[config.mk]
export PLATFORM = sky130hd
export DESIGN_NAME = rc4_ctrl
export DESIGN_NICKNAME = d
export VERILOG_FILES = /design/src/hw/rtl/rc4_pkg.sv /design/src/hw/rtl/rc4_ctrl.sv
export SDC_FILE = /design/constraint.sdc
export NUM_CORES = 1
export LEC_CHECK = 0
export BUFFER_PORTS_ARGS = -buffer_cell sky130_fd_sc_hd__clkbuf_2
export CORE_AREA = 2 2 39 41
export DETAILED_ROUTE_END_ITERATION = 10
export DIE_AREA = 0 0 41 43
export PLACE_DENSITY_LB_ADDON = 0.12
export SETUP_SLACK_MARGIN = 0.1
export SYNTH_ARGS = -nofsm -noshare
export SYNTH_HDL_FRONTEND = slang
export SYNTH_SLANG_ARGS = --single-unit
[constraint.sdc]
create_clock -name clk -period 4.4 [get_ports clk]
set_clock_uncertainty 0.05 [all_clocks]
set_input_delay 0 -clock clk [delete_from_list [all_inputs] [get_ports clk]]
set_output_delay 0 -clock clk [all_outputs]
set_load 0.1 [all_outputs]
[src/hw/rtl/rc4_pkg.sv]
// ----------------------------------------------------------------------------
// rc4_pkg
// Shared types and constants for the RC4 stream cipher: item kinds, datapath
// operation codes and the command and status groups between controller and
// datapath.
// ----------------------------------------------------------------------------
`default_nettype none

package rc4_pkg;

  localparam int PermDepth = 256;
  localparam int PermAw    = 8;
  localparam int ByteW     = 8;

  typedef logic [ByteW-1:0]  byte_t;
  typedef logic [PermAw-1:0] paddr_t;

  localparam logic KIND_KEY  = 1'b0;
  localparam logic KIND_DATA = 1'b1;

  typedef logic [3:0] op_t;

  localparam op_t OP_NONE    = 4'd0;
  localparam op_t OP_D_RD_I  = 4'd1;
  localparam op_t OP_D_RD_J  = 4'd2;
  localparam op_t OP_D_WR_I  = 4'd3;
  localparam op_t OP_D_WR_J  = 4'd4;
  localparam op_t OP_D_RD_K  = 4'd5;
  localparam op_t OP_D_OUT   = 4'd6;
  localparam op_t OP_K_OUT   = 4'd7;
  localparam op_t OP_S_START = 4'd8;
  localparam op_t OP_S_RD_C  = 4'd9;
  localparam op_t OP_S_RD_A  = 4'd10;
  localparam op_t OP_S_WR_C  = 4'd11;
  localparam op_t OP_S_WR_A  = 4'd12;
  localparam op_t OP_S_DONE  = 4'd13;

  typedef struct packed {
    logic capture;
    op_t  op;
  } cmd_t;

  typedef struct packed {
    logic out_free;
    logic sch_last;
  } sts_t;

endpackage

`default_nettype wire

[src/hw/rtl/rc4_ctrl.sv]
// ----------------------------------------------------------------------------
// rc4_ctrl
// Controller: accepts requests, sequences the keystream step and the key schedule,
// and issues one datapath operation per cycle unless idle or waiting for the output.
// ----------------------------------------------------------------------------
`default_nettype none

module rc4_ctrl (
  input  wire logic          clk,
  input  wire logic          rst_n,
  input  wire logic          in_valid,
  output logic               in_ready,
  input  wire logic          in_kind,
  input  wire logic          in_last,
  input  wire rc4_pkg::sts_t sts,
  output rc4_pkg::cmd_t      cmd
);
  import rc4_pkg::*;

  localparam logic [3:0] ST_IDLE   = 4'd0;
  localparam logic [3:0] ST_D_RD_I = 4'd1;
  localparam logic [3:0] ST_D_RD_J = 4'd2;
  localparam logic [3:0] ST_D_WR_I = 4'd3;
  localparam logic [3:0] ST_D_WR_J = 4'd4;
  localparam logic [3:0] ST_D_RD_K = 4'd5;
  localparam logic [3:0] ST_D_OUT  = 4'd6;
  localparam logic [3:0] ST_K_OUT  = 4'd7;
  localparam logic [3:0] ST_S_INIT = 4'd8;
  localparam logic [3:0] ST_S_RD_C = 4'd9;
  localparam logic [3:0] ST_S_RD_A = 4'd10;
  localparam logic [3:0] ST_S_WR_C = 4'd11;
  localparam logic [3:0] ST_S_WR_A = 4'd12;
  localparam logic [3:0] ST_S_DONE = 4'd13;

  logic [3:0] state_r;
  logic [3:0] state_nxt;

  assign in_ready = (state_r == ST_IDLE);

  always_comb begin
    state_nxt   = state_r;
    cmd.capture = 1'b0;
    cmd.op      = OP_NONE;
    case (state_r)
      ST_IDLE: begin
        if (in_valid) begin
          cmd.capture = 1'b1;
          if (in_kind == KIND_DATA) begin
            state_nxt = ST_D_RD_I;
          end else if (in_last) begin
            state_nxt = ST_S_INIT;
          end else begin
            state_nxt = ST_K_OUT;
          end
        end
      end
      ST_D_RD_I: begin
        cmd.op    = OP_D_RD_I;
        state_nxt = ST_D_RD_J;
      end
      ST_D_RD_J: begin
        cmd.op    = OP_D_RD_J;
        state_nxt = ST_D_WR_I;
      end
      ST_D_WR_I: begin
        cmd.op    = OP_D_WR_I;
        state_nxt = ST_D_WR_J;
      end
      ST_D_WR_J: begin
        cmd.op    = OP_D_WR_J;
        state_nxt = ST_D_RD_K;
      end
      ST_D_RD_K: begin
        cmd.op    = OP_D_RD_K;
        state_nxt = ST_D_OUT;
      end
      ST_D_OUT: begin
        if (sts.out_free) begin
          cmd.op    = OP_D_OUT;
          state_nxt = ST_IDLE;
        end
      end
      ST_K_OUT: begin
        if (sts.out_free) begin
          cmd.op    = OP_K_OUT;
          state_nxt = ST_IDLE;
        end
      end
      ST_S_INIT: begin
        cmd.op    = OP_S_START;
        state_nxt = ST_S_RD_C;
      end
      ST_S_RD_C: begin
        cmd.op    = OP_S_RD_C;
        state_nxt = ST_S_RD_A;
      end
      ST_S_RD_A: begin
        cmd.op    = OP_S_RD_A;
        state_nxt = ST_S_WR_C;
      end
      ST_S_WR_C: begin
        cmd.op    = OP_S_WR_C;
        state_nxt = ST_S_WR_A;
      end
      ST_S_WR_A: begin
        cmd.op    = OP_S_WR_A;
        state_nxt = sts.sch_last ? ST_S_DONE : ST_S_RD_C;
      end
      ST_S_DONE: begin
        if (sts.out_free) begin
          cmd.op    = OP_S_DONE;
          state_nxt = ST_IDLE;
        end
      end
      default: begin
        state_nxt = ST_IDLE;
      end
    endcase
  end

  always_ff @(posedge clk) begin
    if (!rst_n) begin
      state_r <= ST_IDLE;
    end else begin
      state_r <= state_nxt;
    end
  end

endmodule

`default_nettype wire

==> flow_summary_export.csv <==
group,metric,value,unit
synth,ys_seq_elements,4,
final_layout,diodes,0,
sta,period_minus_slack,1.98,ns
grt,track_usage,12.7,%
grt,grt_pass1_wl,1.57,mm
power_and_ir_drop,p_total,0.354,mW
final_layout,fillers,154,
synth,synthArstFlopShare,0,%
clock_network,cts.repair.resized,0,
routing,ant_nets,0,
clock_network,clockBufferDepth,2,
synth,syn_area,403,µm²
sta,tightest_slew,0.540,ns
die,fp.dieH,43,µm
final_layout,biggestRegsByFlops,"state_r: 4 flops",
routing,initialDrtViolationCount,11,
synth,seq_area_frac_synth,19.9,%
worst_setup_path,path_max_fanout,16,
clock_network,htreeDepth,1,
run,drv_cap,0,
final_layout,seq_area,80.1,µm²
synth,yosys_warnings,0,
final_layout,nets,76,
sta,rsz0062_at_grt,"false",
placement,gp_congestion,0.665,
die,initial_utilization,29.1,%
synth,synth_cell_types,30,
grt,grt_max_degree,17,
routing,wirelength,907,µm
synth,synthFlopType,"dfxtp_1",
grt,grt_antenna_before_repair,0,
grt,grt_pass1_vias,369,
die,die_area,0.00176,mm²
clock_network,cts_buffers,3,
grt,overflow,0,
routing,first_pass_iters,4,
power_and_ir_drop,max-vdd-ir-drop,0.245,mV
sta,slew_headroom,64.2,%
routing,via_per_inst,5.01,
clock_network,tritoncts_num_sinks,4,
clock_network,cts_root_buf,"clkbuf_4",
synth,avgSynthCellArea,7.19,µm²
power_and_ir_drop,p_leak,0.211,nW
routing,vias,416,
sta,setup-violations-final,0,
placement,io_buffers,12,
worst_setup_path,start_kind,"register",
synth,synth_edf_count,0,
die,row_count,14,
sta,hold_violations,0,
worst_setup_path,cp_data_required_time,4.35,ns
status,status,"complete, no violations",
sta,final.period_utilization,45.0,%
placement,dp_hpwl,670,µm
placement,pre_cts_slack,2.65,ns
routing,drcViolationCount,0,
die,core_area,0.00138,mm²
routing,wl_per_cell,10.9,µm
final_layout,drive_gt1_share,26.9,%
final_layout,largest-register,"state_r",
final_layout,largest_register_ffs,4,
clock_network,cts_setup_buffers,0,
die,ioPinCount,13,
sta,setup_tns,0,ns
sta,setup_ws,2.42,ns
clock_network,cts_tree,"done",
final_layout,multi_input_area,284,µm²
final_layout,area_growth_syn_to_layout,21.1,%
clock_network,clkSlewWorstSetupHoldPaths,0.04,ns
worst_setup_path,end_kind,"output port",
power_and_ir_drop,power_density,726,mW/mm²
clock_network,clk-insertion-delay-late,0.23,ns
synth,syn-instance-count,56,
min_path,min_path_type,"in2reg",
die,fp.dieW,41,µm
worst_setup_path,cp.arrival,1.93,ns
sta,maxSlewViolCount,0,
synth,syn_nets,63,
sta,max_freq,505,MHz
worst_setup_path,path_class,"reg2out",
cell type report:
cell class	count	share of cell area (%)
multi-input combinational	44	58.2
sequential	4	16.4
timing repair buffer	13	14.4
clock buffer	3	4.62
tap	16	4.10
inverter	3	2.31
cell usage after synthesis (2+ instances only):
cell type	instances	area [µm²]
nand2b_1	3	18.8
nand2_1	5	18.8
o21ai_0	4	20.0
and2_1	2	12.5
dfxtp_1	4	80.1
inv_1	3	11.3
o21a_1	2	15.0
nor2_1	4	15.0
a21oi_1	5	25.0
a21boi_1	2	15.0
clkbuf_1	3	11.3
worst paths after layout:
path / to / cells after the start / from / slack, ns
worst max-delay path: cmd[4] / 4 / state_r[1]$_SDFFE_PN0P_ / 2.42
worst min-delay path: state_r[1]$_SDFFE_PN0P_ / 4 / in_last / 0.09
worst max register to register: state_r[0]$_SDFFE_PN0P_ / 4 / state_r[1]$_SDFFE_PN0P_ / 2.64
worst min register to register: state_r[3]$_SDFFE_PN0P_ / 4 / state_r[0]$_SDFFE_PN0P_ / 0.67
cells by family after synthesis:
group                     count (synthesis)  share of synthesized area [%]
and+or+nand+nor                          22                           31.4
AOI/OAI and AO/OA                        20                           34.5
xor gates and xnor gates                  1                           2.17
muxes                                     1                           2.48
buffers and inverters                     8                           9.63
DFF                                       4                           19.9
critical path, stage by stage (launching register included):
cell and delay [ns]:
dfxtp_1 0.46, or4_4 0.60, inv_1 0.08, and2_1 0.12
clkbuf_2 0.44
repair_timing:
item                       4_1_cts  5_1_grt
setup endpoints to repair        0        0
hold endpoints to repair         1        0
hold buffers                     1        0
through the flow:
stage | cells | utilization (%) | area [µm²] | hold slack (ns)
final | 83 | 35.3 | 488 | 0.0868
after global routing | 83 | 35.3 | 488 | 0.112
after CTS | 83 | 35.3 | 488 | 0.0887
after detailed placement | 79 | 32.9 | 455 | 0.232
after global placement | 79 | 32.9 | 455 | 0.237
after floorplan | 56 | - | 403 | 0.0675
cell usage in the layout (no fill, tap or decap), drive strengths merged:
cell type    count
mux2i            1
nand2            5
nand4            1
nor2             4
clkbuf          15
o22a             1
o31ai            1
a21oi            5
inv              3
o21a             2
o32ai            1
o21ai            5
xor2             1
dlygate4sd3      1
or3b             1
or4              1
nand3b           1
nand2b           3
a21boi           3
nor4bb           1
nor2b            1
o211ai           1
and3             1
and2             2
nand3            1
dfxtp            4
o311a            1
power by group:
group          internal, mW  leakage [nW]  switching (mW)  total [mW]
combinational        0.0623         0.164           0.173       0.236
sequential           0.0454        0.0329          0.0292      0.0746
clock                0.0304        0.0138          0.0135      0.0439
metal layers:
| layer | track usage [%] | up-vias | share of wire (%) |
|---|---|---|---|
| li1 | - | 225 | - |
| met1 | 17.9 | 179 | 47 |
| met2 | 18.4 | 12 | 49 |
| met3 | 1.57 | 0 | 4.3 |
| met4 | 6.00 | 0 | 0 |
| met5 | 0 | - | 0 |
(Power assumes the default switching activity.)
